File: config.mk
export PLATFORM = sky130hd
export DESIGN_NAME = at_modem_bringup_sequencer
export DESIGN_NICKNAME = d
export VERILOG_FILES = /design/src/hdl/amb_pkg.sv /design/src/hdl/amb_step.sv /design/src/hdl/at_modem_bringup_sequencer.sv
export SDC_FILE = /design/constraint.sdc
export NUM_CORES = 1
export LEC_CHECK = 0
export BUFFER_PORTS_ARGS = -buffer_cell sky130_fd_sc_hd__buf_2
export CORE_MARGIN = 3
export CORE_UTILIZATION = 45
export DETAILED_ROUTE_END_ITERATION = 16
export GPL_ROUTABILITY_DRIVEN = 0
export PLACE_DENSITY = 0.71
export SETUP_SLACK_MARGIN = 0.4
export SLEW_MARGIN = 20
export SYNTH_ARGS = -nofsm -noshare
export SYNTH_HDL_FRONTEND = slang
export SYNTH_HIERARCHICAL = 1
export SYNTH_SLANG_ARGS = --single-unit
File: constraint.sdc
create_clock -name clk -period 6.1 [get_ports clk]
set_input_delay 1.83 -clock clk [delete_from_list [all_inputs] [get_ports clk]]
set_output_delay 1.83 -clock clk [all_outputs]
set_load 0.02 [all_outputs]
File: src/hdl/amb_pkg.sv
// Package: codes, constants and types shared by the modem bring-up sequencer.
`default_nettype none
package amb_pkg;

    localparam int CNT_W = 15;
    localparam logic [CNT_W-1:0] CNT_MAX = '1;

    // command codes
    localparam logic [2:0] CMD_NONE    = 3'd0;
    localparam logic [2:0] CMD_PROBE   = 3'd1;
    localparam logic [2:0] CMD_VERSION = 3'd2;
    localparam logic [2:0] CMD_MODE_Q  = 3'd3;
    localparam logic [2:0] CMD_AP_Q    = 3'd4;
    localparam logic [2:0] CMD_SET_STA = 3'd5;
    localparam logic [2:0] CMD_JOIN    = 3'd6;
    localparam logic [2:0] CMD_IP_Q    = 3'd7;

    // events
    localparam logic [2:0] EV_NONE    = 3'd0;
    localparam logic [2:0] EV_SEND    = 3'd1;
    localparam logic [2:0] EV_PASS    = 3'd2;
    localparam logic [2:0] EV_FAIL    = 3'd3;
    localparam logic [2:0] EV_NOAP    = 3'd4;
    localparam logic [2:0] EV_RESTART = 3'd5;

    // fail reasons
    localparam logic [3:0] FR_NONE      = 4'd0;
    localparam logic [3:0] FR_FLASH     = 4'd1;
    localparam logic [3:0] FR_SSID      = 4'd2;
    localparam logic [3:0] FR_TX        = 4'd3;
    localparam logic [3:0] FR_TIMEOUT   = 4'd4;
    localparam logic [3:0] FR_JOIN_ERR  = 4'd5;
    localparam logic [3:0] FR_IP_ERR    = 4'd6;
    localparam logic [3:0] FR_AT_ERR    = 4'd7;
    localparam logic [3:0] FR_IP_EMPTY  = 4'd8;

    // line classes
    localparam logic [2:0] LC_INVALID = 3'd1;
    localparam logic [2:0] LC_AP      = 3'd2;
    localparam logic [2:0] LC_IP      = 3'd3;
    localparam logic [2:0] LC_GOT_IP  = 3'd4;
    localparam logic [2:0] LC_OK      = 3'd5;
    localparam logic [2:0] LC_ERROR   = 3'd6;

    // quoted field status
    localparam logic [1:0] QS_EMPTY = 2'd1;
    localparam logic [1:0] QS_FULL  = 2'd2;

    // register indexes
    localparam logic [2:0] RI_JOIN_CFG   = 3'd0;
    localparam logic [2:0] RI_JOIN_VALID = 3'd1;
    localparam logic [2:0] RI_CMD_TO     = 3'd2;
    localparam logic [2:0] RI_JOIN_TO    = 3'd3;
    localparam logic [2:0] RI_PASS_HOLD  = 3'd4;
    localparam logic [2:0] RI_FAIL_HOLD  = 3'd5;

    typedef struct packed {
        logic             join_configured;
        logic             join_command_valid;
        logic [CNT_W-1:0] command_timeout_ticks;
        logic [CNT_W-1:0] join_timeout_ticks;
        logic [CNT_W-1:0] pass_hold_ticks;
        logic [CNT_W-1:0] fail_hold_ticks;
    } cfg_t;

    typedef struct packed {
        logic       mode;
        logic [2:0] line_class;
        logic [1:0] quote_status;
        logic       tx_ready;
    } item_t;

    typedef struct packed {
        logic [2:0]       awaited_cmd;
        logic [2:0]       next_cmd;
        logic [CNT_W-1:0] wait_count;
        logic [CNT_W-1:0] hold_count;
        logic             station_joined;
        logic             address_obtained;
        logic             address_nonempty;
    } seq_state_t;

    typedef struct packed {
        logic [2:0] event_res;
        logic [2:0] command_code;
        logic [3:0] fail_reason;
        logic [2:0] waiting_command;
    } result_t;

    localparam seq_state_t SEQ_RESET = '{
        awaited_cmd:      CMD_NONE,
        next_cmd:         CMD_PROBE,
        wait_count:       '0,
        hold_count:       '0,
        station_joined:   1'b0,
        address_obtained: 1'b0,
        address_nonempty: 1'b0
    };

endpackage
`default_nettype wire

File: src/hdl/amb_step.sv
// Next-state and result logic for one word of the bring-up sequencer.
`default_nettype none
module amb_step
    import amb_pkg::*;
(
    input  var cfg_t       cfg,
    input  var item_t      item,
    input  var seq_state_t cur,
    output seq_state_t     nxt,
    output result_t        res
);

    logic [CNT_W-1:0] pass_hold;
    logic [CNT_W-1:0] fail_hold;
    logic [CNT_W-1:0] limit;
    logic [2:0]       ev;
    logic [2:0]       ec;
    logic [3:0]       er;

    assign pass_hold = (cfg.pass_hold_ticks == '0) ? CNT_W'(1) : cfg.pass_hold_ticks;
    assign fail_hold = (cfg.fail_hold_ticks == '0) ? CNT_W'(1) : cfg.fail_hold_ticks;
    assign limit     = (cur.awaited_cmd == CMD_JOIN) ? cfg.join_timeout_ticks
                                                     : cfg.command_timeout_ticks;

    always_comb
    begin
        nxt = cur;
        ev  = EV_NONE;
        ec  = CMD_NONE;
        er  = FR_NONE;
        if (item.mode)
        begin
            if (item.line_class == LC_INVALID)
            begin
                nxt.awaited_cmd = CMD_NONE;
                nxt.next_cmd    = CMD_NONE;
                nxt.hold_count  = fail_hold;
                ev = EV_FAIL;
                er = FR_FLASH;
            end
            else
            begin
                if (item.line_class == LC_AP)
                    nxt.station_joined = 1'b1;
                if (item.line_class == LC_IP)
                begin
                    if (item.quote_status == QS_EMPTY)
                        nxt.address_nonempty = 1'b0;
                    else if (item.quote_status == QS_FULL)
                        nxt.address_nonempty = 1'b1;
                    nxt.address_obtained = nxt.address_nonempty;
                end
                if (item.line_class == LC_GOT_IP)
                    nxt.address_obtained = 1'b1;
                if (cur.awaited_cmd != CMD_NONE && item.line_class == LC_OK)
                begin
                    nxt.awaited_cmd = CMD_NONE;
                    unique case (cur.awaited_cmd)
                        CMD_PROBE:   nxt.next_cmd = CMD_VERSION;
                        CMD_VERSION: nxt.next_cmd = CMD_MODE_Q;
                        CMD_MODE_Q:  nxt.next_cmd = CMD_AP_Q;
                        CMD_AP_Q:
                        begin
                            if (cur.station_joined)
                                nxt.next_cmd = CMD_IP_Q;
                            else if (cfg.join_configured)
                                nxt.next_cmd = CMD_SET_STA;
                            else
                            begin
                                nxt.next_cmd   = CMD_NONE;
                                nxt.hold_count = pass_hold;
                                ev = EV_NOAP;
                            end
                        end
                        CMD_SET_STA: nxt.next_cmd = CMD_JOIN;
                        CMD_JOIN:
                        begin
                            if (cur.address_obtained)
                                nxt.station_joined = 1'b1;
                            nxt.next_cmd = CMD_IP_Q;
                        end
                        default:
                        begin
                            nxt.next_cmd = CMD_NONE;
                            if (cur.address_nonempty)
                            begin
                                nxt.hold_count = pass_hold;
                                ev = EV_PASS;
                            end
                            else
                            begin
                                nxt.hold_count = fail_hold;
                                ev = EV_FAIL;
                                er = FR_IP_EMPTY;
                            end
                        end
                    endcase
                end
                else if (cur.awaited_cmd != CMD_NONE && item.line_class == LC_ERROR)
                begin
                    nxt.awaited_cmd = CMD_NONE;
                    if (cur.awaited_cmd == CMD_AP_Q && cfg.join_configured)
                        nxt.next_cmd = CMD_SET_STA;
                    else
                    begin
                        nxt.next_cmd = CMD_NONE;
                        if (cur.awaited_cmd == CMD_AP_Q)
                        begin
                            nxt.hold_count = pass_hold;
                            ev = EV_NOAP;
                        end
                        else
                        begin
                            nxt.hold_count = fail_hold;
                            ev = EV_FAIL;
                            if (cur.awaited_cmd == CMD_JOIN)
                                er = FR_JOIN_ERR;
                            else if (cur.awaited_cmd == CMD_IP_Q)
                                er = FR_IP_ERR;
                            else
                                er = FR_AT_ERR;
                        end
                    end
                end
            end
        end
        else
        begin
            if (cur.awaited_cmd != CMD_NONE)
            begin
                if (cur.wait_count != CNT_MAX)
                    nxt.wait_count = cur.wait_count + CNT_W'(1);
                if (nxt.wait_count >= limit)
                begin
                    nxt.awaited_cmd = CMD_NONE;
                    nxt.next_cmd    = CMD_NONE;
                    nxt.hold_count  = fail_hold;
                    ev = EV_FAIL;
                    er = FR_TIMEOUT;
                end
            end
            if (nxt.awaited_cmd == CMD_NONE && nxt.next_cmd != CMD_NONE)
            begin
                nxt.next_cmd = CMD_NONE;
                if (cur.next_cmd == CMD_JOIN && !cfg.join_command_valid)
                begin
                    nxt.hold_count = fail_hold;
                    ev = EV_FAIL;
                    er = FR_SSID;
                end
                else if (!item.tx_ready)
                begin
                    nxt.hold_count = fail_hold;
                    ev = EV_FAIL;
                    er = FR_TX;
                end
                else
                begin
                    nxt.awaited_cmd = cur.next_cmd;
                    nxt.wait_count  = '0;
                    ev = EV_SEND;
                    ec = cur.next_cmd;
                end
            end
            else if (nxt.awaited_cmd == CMD_NONE && nxt.hold_count != '0)
            begin
                if (nxt.hold_count <= CNT_W'(1))
                begin
                    nxt = SEQ_RESET;
                    if (ev == EV_NONE)
                        ev = EV_RESTART;
                end
                else
                    nxt.hold_count = nxt.hold_count - CNT_W'(1);
            end
        end
    end

    assign res.event_res       = ev;
    assign res.command_code    = ec;
    assign res.fail_reason     = (ev == EV_FAIL) ? er : FR_NONE;
    assign res.waiting_command = nxt.awaited_cmd;

endmodule
`default_nettype wire

File: src/hdl/at_modem_bringup_sequencer.sv
// Top level: modem bring-up sequencer with register port and word pipeline.
//
// Input channel (in_valid/in_stall) carries one word per tick or received
// response line: mode, line_class, quote_status, tx_ready. Output channel
// (out_valid/out_stall) returns exactly one word per input word: event_res,
// command_code, fail_reason, waiting_command.
// An accepted word is loaded into the input register; when it advances, the
// sequencer state and the output register are written from it together.
// Throughput is one word per cycle while the output is not stalled; the step
// logic is a single pass.
// When out_stall holds a full output register, the input register stays full
// and in_stall rises; no word is dropped or duplicated.
// Reset clears the sequence (next command probe, nothing awaited) and loads
// register defaults. Registers sit at byte addresses 0,4,..,20 and are to be
// written only while no word is in flight.
`default_nettype none
module at_modem_bringup_sequencer
    import amb_pkg::*;
(
    input  wire logic        clk,
    input  wire logic        rst_n,
    input  wire logic        psel,
    input  wire logic        penable,
    input  wire logic        pwrite,
    input  wire logic [4:0]  paddr,
    input  wire logic [31:0] pwdata,
    output logic      [31:0] prdata,
    output logic             pready,
    input  wire logic        in_valid,
    output logic             in_stall,
    input  wire logic        mode,
    input  wire logic [2:0]  line_class,
    input  wire logic [1:0]  quote_status,
    input  wire logic        tx_ready,
    output logic             out_valid,
    input  wire logic        out_stall,
    output logic      [2:0]  event_res,
    output logic      [2:0]  command_code,
    output logic      [3:0]  fail_reason,
    output logic      [2:0]  waiting_command
);

    cfg_t       cfg_reg;
    item_t      item_reg;
    logic       in_vld_reg;
    seq_state_t state_reg;
    seq_state_t state_next;
    result_t    res_next;
    result_t    res_reg;
    logic       out_vld_reg;
    logic       adv;
    logic       cfg_wr;

    assign pready = 1'b1;
    assign cfg_wr = psel & penable & pwrite;

    always_ff @(posedge clk or negedge rst_n)
    begin
        if (!rst_n)
        begin
            cfg_reg.join_configured       <= 1'b0;
            cfg_reg.join_command_valid    <= 1'b1;
            cfg_reg.command_timeout_ticks <= CNT_W'(2500);
            cfg_reg.join_timeout_ticks    <= CNT_W'(20000);
            cfg_reg.pass_hold_ticks       <= CNT_W'(10000);
            cfg_reg.fail_hold_ticks       <= CNT_W'(3000);
        end
        else if (cfg_wr)
        begin
            unique case (paddr[4:2])
                RI_JOIN_CFG:   cfg_reg.join_configured       <= pwdata[0];
                RI_JOIN_VALID: cfg_reg.join_command_valid    <= pwdata[0];
                RI_CMD_TO:     cfg_reg.command_timeout_ticks <= pwdata[CNT_W-1:0];
                RI_JOIN_TO:    cfg_reg.join_timeout_ticks    <= pwdata[CNT_W-1:0];
                RI_PASS_HOLD:  cfg_reg.pass_hold_ticks       <= pwdata[CNT_W-1:0];
                RI_FAIL_HOLD:  cfg_reg.fail_hold_ticks       <= pwdata[CNT_W-1:0];
                default:       ;
            endcase
        end
    end

    always_comb
    begin
        unique case (paddr[4:2])
            RI_JOIN_CFG:   prdata = {31'd0, cfg_reg.join_configured};
            RI_JOIN_VALID: prdata = {31'd0, cfg_reg.join_command_valid};
            RI_CMD_TO:     prdata = {17'd0, cfg_reg.command_timeout_ticks};
            RI_JOIN_TO:    prdata = {17'd0, cfg_reg.join_timeout_ticks};
            RI_PASS_HOLD:  prdata = {17'd0, cfg_reg.pass_hold_ticks};
            RI_FAIL_HOLD:  prdata = {17'd0, cfg_reg.fail_hold_ticks};
            default:       prdata = 32'd0;
        endcase
    end

    assign adv      = in_vld_reg & (~out_vld_reg | ~out_stall);
    assign in_stall = in_vld_reg & ~adv;

    always_ff @(posedge clk or negedge rst_n)
    begin
        if (!rst_n)
            in_vld_reg <= 1'b0;
        else if (!in_stall)
            in_vld_reg <= in_valid;
    end

    always_ff @(posedge clk)
    begin
        if (in_valid && !in_stall)
        begin
            item_reg.mode         <= mode;
            item_reg.line_class   <= line_class;
            item_reg.quote_status <= quote_status;
            item_reg.tx_ready     <= tx_ready;
        end
    end

    amb_step u_step (
        .cfg  (cfg_reg),
        .item (item_reg),
        .cur  (state_reg),
        .nxt  (state_next),
        .res  (res_next)
    );

    always_ff @(posedge clk or negedge rst_n)
    begin
        if (!rst_n)
        begin
            state_reg   <= SEQ_RESET;
            out_vld_reg <= 1'b0;
        end
        else if (adv)
        begin
            state_reg   <= state_next;
            out_vld_reg <= 1'b1;
        end
        else if (!out_stall)
            out_vld_reg <= 1'b0;
    end

    always_ff @(posedge clk)
    begin
        if (adv)
            res_reg <= res_next;
    end

    assign out_valid       = out_vld_reg;
    assign event_res       = res_reg.event_res;
    assign command_code    = res_reg.command_code;
    assign fail_reason     = res_reg.fail_reason;
    assign waiting_command = res_reg.waiting_command;

endmodule
`default_nettype wire

==> out/metrics.yaml <==
outcome:
  status: "finished clean"
finish:
  largest_reg_flops: 62
  n_fill_cell: 1703
  regArea_um2: 3210
  n_antenna_cell: 0
  nets: 1010
  area_growth_pct: 13.2
  instances_no_fill: 1213
  drive_gt1_share_pct: 29.9
  final_util_pct: 52.7
  multi_input_area_um2: 5280
  final_cell_area_um2: 10000
worst_hold_path:
  holdPathEnd: "out_valid$_DFFE_PN0P_"
  worstHoldStart: "in_vld_reg$_DFFE_PN0N_"
  hold_depth: 1
  hold_class: "flip-flop to flip-flop"
floorplan:
  die_w_um: 146
  core_region_area_um2: 19000
  pin_count: 99
  die_h_um: 146
  die-area_um2: 21400
  rows: 50
  start_util_pct: 46.6
synth:
  async_reset_ff_share_pct: 83.7
  synthTopCellsByArea: "dfrtp_1, mux2_2, dfstp_2, edfxtp_1, mux2i_1"
  synth.ff_latch_count: 123
  ys.flop_type: "dfrtp_1"
  synth_edf_count: 20
  syn_inst: 892
  synth_area_um2: 8860
  ys_seq_area_share_pct: 36.2
  netlist.area_leader.share_pct: 22.3
  synth.distinct_cells: 83
  ys.warnings.count: 6
  avgSynthCellArea_um2: 9.93
  yosysTopAreaCell: "dfrtp_1"
run:
  drv_cap: 0
grt:
  grt_max_degree: 65
  grt_use_total_pct: 22.6
  antenna_found_initial: 0
  grt_pass1_wl_um: 39200
  grt_pass1_vias: 7147
  grt_overflow_total: 0
placed_design:
  dp.cells: 1178
  dp_hpwl_um: 17000
  dpl_worst_slack_ps: 280
  io_buffer_count: 61
  placed_area_um2: 9330
critical_path:
  crit_chain: "nand3_1 > nor4_2 > and4_2 > nand2_2 > and4_2 > nand3_2 > nor2_1 > xor2_1 > ha_1 > a21oi_1 > o21ai_1 > a2111o_1 > o21ai_2 > nor2_1 > a21oi_2 > ha_2 > nand2_1 > o21ai_2 > o21ai_0 > o21ai_0 > nor2_1 > xor2_1 > o21ai_1 > mux2_2"
  timing.rr.start: "state_reg[23]$_DFFE_PN0P_"
  crit_type: "flip-flop to flip-flop"
  slowest_delay_ps: 480
  r2r_setup_slack_ps: 700
  critPathRequiredTime_ps: 6400
  slowest_stage: "a2111o_1"
  r2r_cells: 24
  worstSetupEndpointType: "flip-flop"
  crit_top_cell: "nor2_1"
  path_max_fanout: 9
  cp-start-kind: "flip-flop"
  timing.rr.end: "state_reg[8]$_DFFE_PN0P_"
  worstPathArrival_ps: 5700
timing:
  setup_viol: 0
  tns_ps: 0
  slew_headroom_pct: 25.4
  fin_worst_skew_ps: 11.9
  rsz0062_at_grt: "no"
  final-max-slew-violation-count: 0
  worst_pin_slew_ps: 1120
  final-hold-violation-count: 0
  hold_ws_ps: 493
  fmax_mhz: 185
  fin_crit_sh_pct: 88.5
  worst_slack_ps: 701
  fin_crit_ps: 5400
detailed_routing:
  viasPerCell: 6.31
  drc: 0
  drt_iter0_drc: 952
  num_vias: 7649
  ant_nets: 0
  drtPass1Iterations: 6
  wl_per_cell_um: 20.3
  drt-total-wl_um: 24600
clock_network:
  cts-buffers-inserted: 17
  cts.reportedPaths.clkPinSlew_ps: 60
  clock_path_buffers: 2
  cts_hold_buffers: 0
  clockRootBuffer: "clkbuf_16"
  cts_tree: "done"
  clock_latency_ps: 430
  htreeDepth: 4
  cts_sinks: 123
pwr:
  irDropWorstVdd_v: 0.000241
  power.density_nw_per_um2: 359
  total_power_mw: 3.60
  leakage_nw: 4.43
## metal layers
layer  wire length, um  share of wire, %  track usage [%]
met5                 0                 0                0
met4               771               3.1             8.33
met3              2260               9.2             5.21
met2             11100                45             34.8
met1             10500                43             31.3
## critical path, delay by kind of cell, from the launching register on
kind	cells	cell delay, ps
compound gates	9	1840
xor+xnor	2	360
mux	1	280
flops	1	470
simple gates	10	1760
fa+ha+maj	2	570
## cell type report
class,count,share of cell area (%)
Clock buffer,21,4.91
Inverter,18,0.674
Tap cell,260,3.25
Clock inverter,11,1.06
Multi-Input combinational cell,690,52.7
Sequential cell,123,32.0
Timing Repair Buffer,90,5.44
## repair_timing
action                     4_1_cts  5_1_grt
pin swaps                        1        5
setup endpoints to repair       17       30
gates resized for setup          8        8
buffers inserted                 0        3
## logic make-up after synthesis
kind of cell,Yosys count,share of synthesized area [%]
compound gates,239,18.8
xor+xnor,24,2.37
fa+ha+maj,19,2.68
buf+inv,95,5.86
flops,123,36.2
mux,162,19.9
other cells,2,0.0848
simple gates,228,14.0
## power breakdown
group	total, mW	switching [mW]	internal (mW)
sequential	1.26	0.243	1.02
clock	1.01	0.395	0.620
combinational	1.32	0.741	0.577
total	3.60	1.38	2.22
## worst max-delay path by stage
stage	start	end	slack, ps	cells after the start
after floorplan	state_reg[22]$_DFFE_PN0P_	state_reg[28]$_DFFE_PN0P_	440	25
after global placement	state_reg[20]$_DFFE_PN0P_	state_reg[28]$_DFFE_PN0P_	350	21
after detailed placement	state_reg[20]$_DFFE_PN0P_	state_reg[28]$_DFFE_PN0P_	280	21
after CTS	state_reg[20]$_DFFE_PN0P_	state_reg[8]$_DFFE_PN0P_	460	24
after global routing	state_reg[23]$_DFFE_PN0P_	state_reg[9]$_DFFE_PN0P_	410	24
final	state_reg[23]$_DFFE_PN0P_	state_reg[8]$_DFFE_PN0P_	700	24
## cell usage after synthesis (5+ instances only)
master	n
and3_1	5
o21a_1	5
nand3b_1	6
nor2_1	55
buf_4	24
buf_6	6
nand3_1	23
a221oi_1	12
nor3b_1	10
buf_2	13
and2_1	5
a221o_1	16
mux2i_1	58
ha_1	19
edfxtp_1	20
o22ai_1	24
xnor2_1	13
o221ai_1	10
o21ai_1	12
a31oi_1	6
nand2_1	50
nand4_1	6
a21o_1	13
a21oi_1	55
xor2_1	11
or3_1	8
mux2_2	103
nor4_1	10
nor3_1	19
dfstp_2	24
dfrtp_1	79
clkbuf_1	29
o21ai_0	28
nand2b_1	9
inv_1	17
## layout by cell type (no fill, tap or decap), types with 20 or more instances in the layout
cell type / n
mux2_2: 103
dfrtp_1: 78
buf_2: 60
mux2i_1: 58
nor2_1: 55
a21oi_1: 54
nand2_1: 49
buf_4: 29
o21ai_0: 27
o22ai_1: 24
dfstp_2: 24
nand3_1: 22
edfxtp_1: 20
Note: power is estimated with default switching activity, not from simulation.
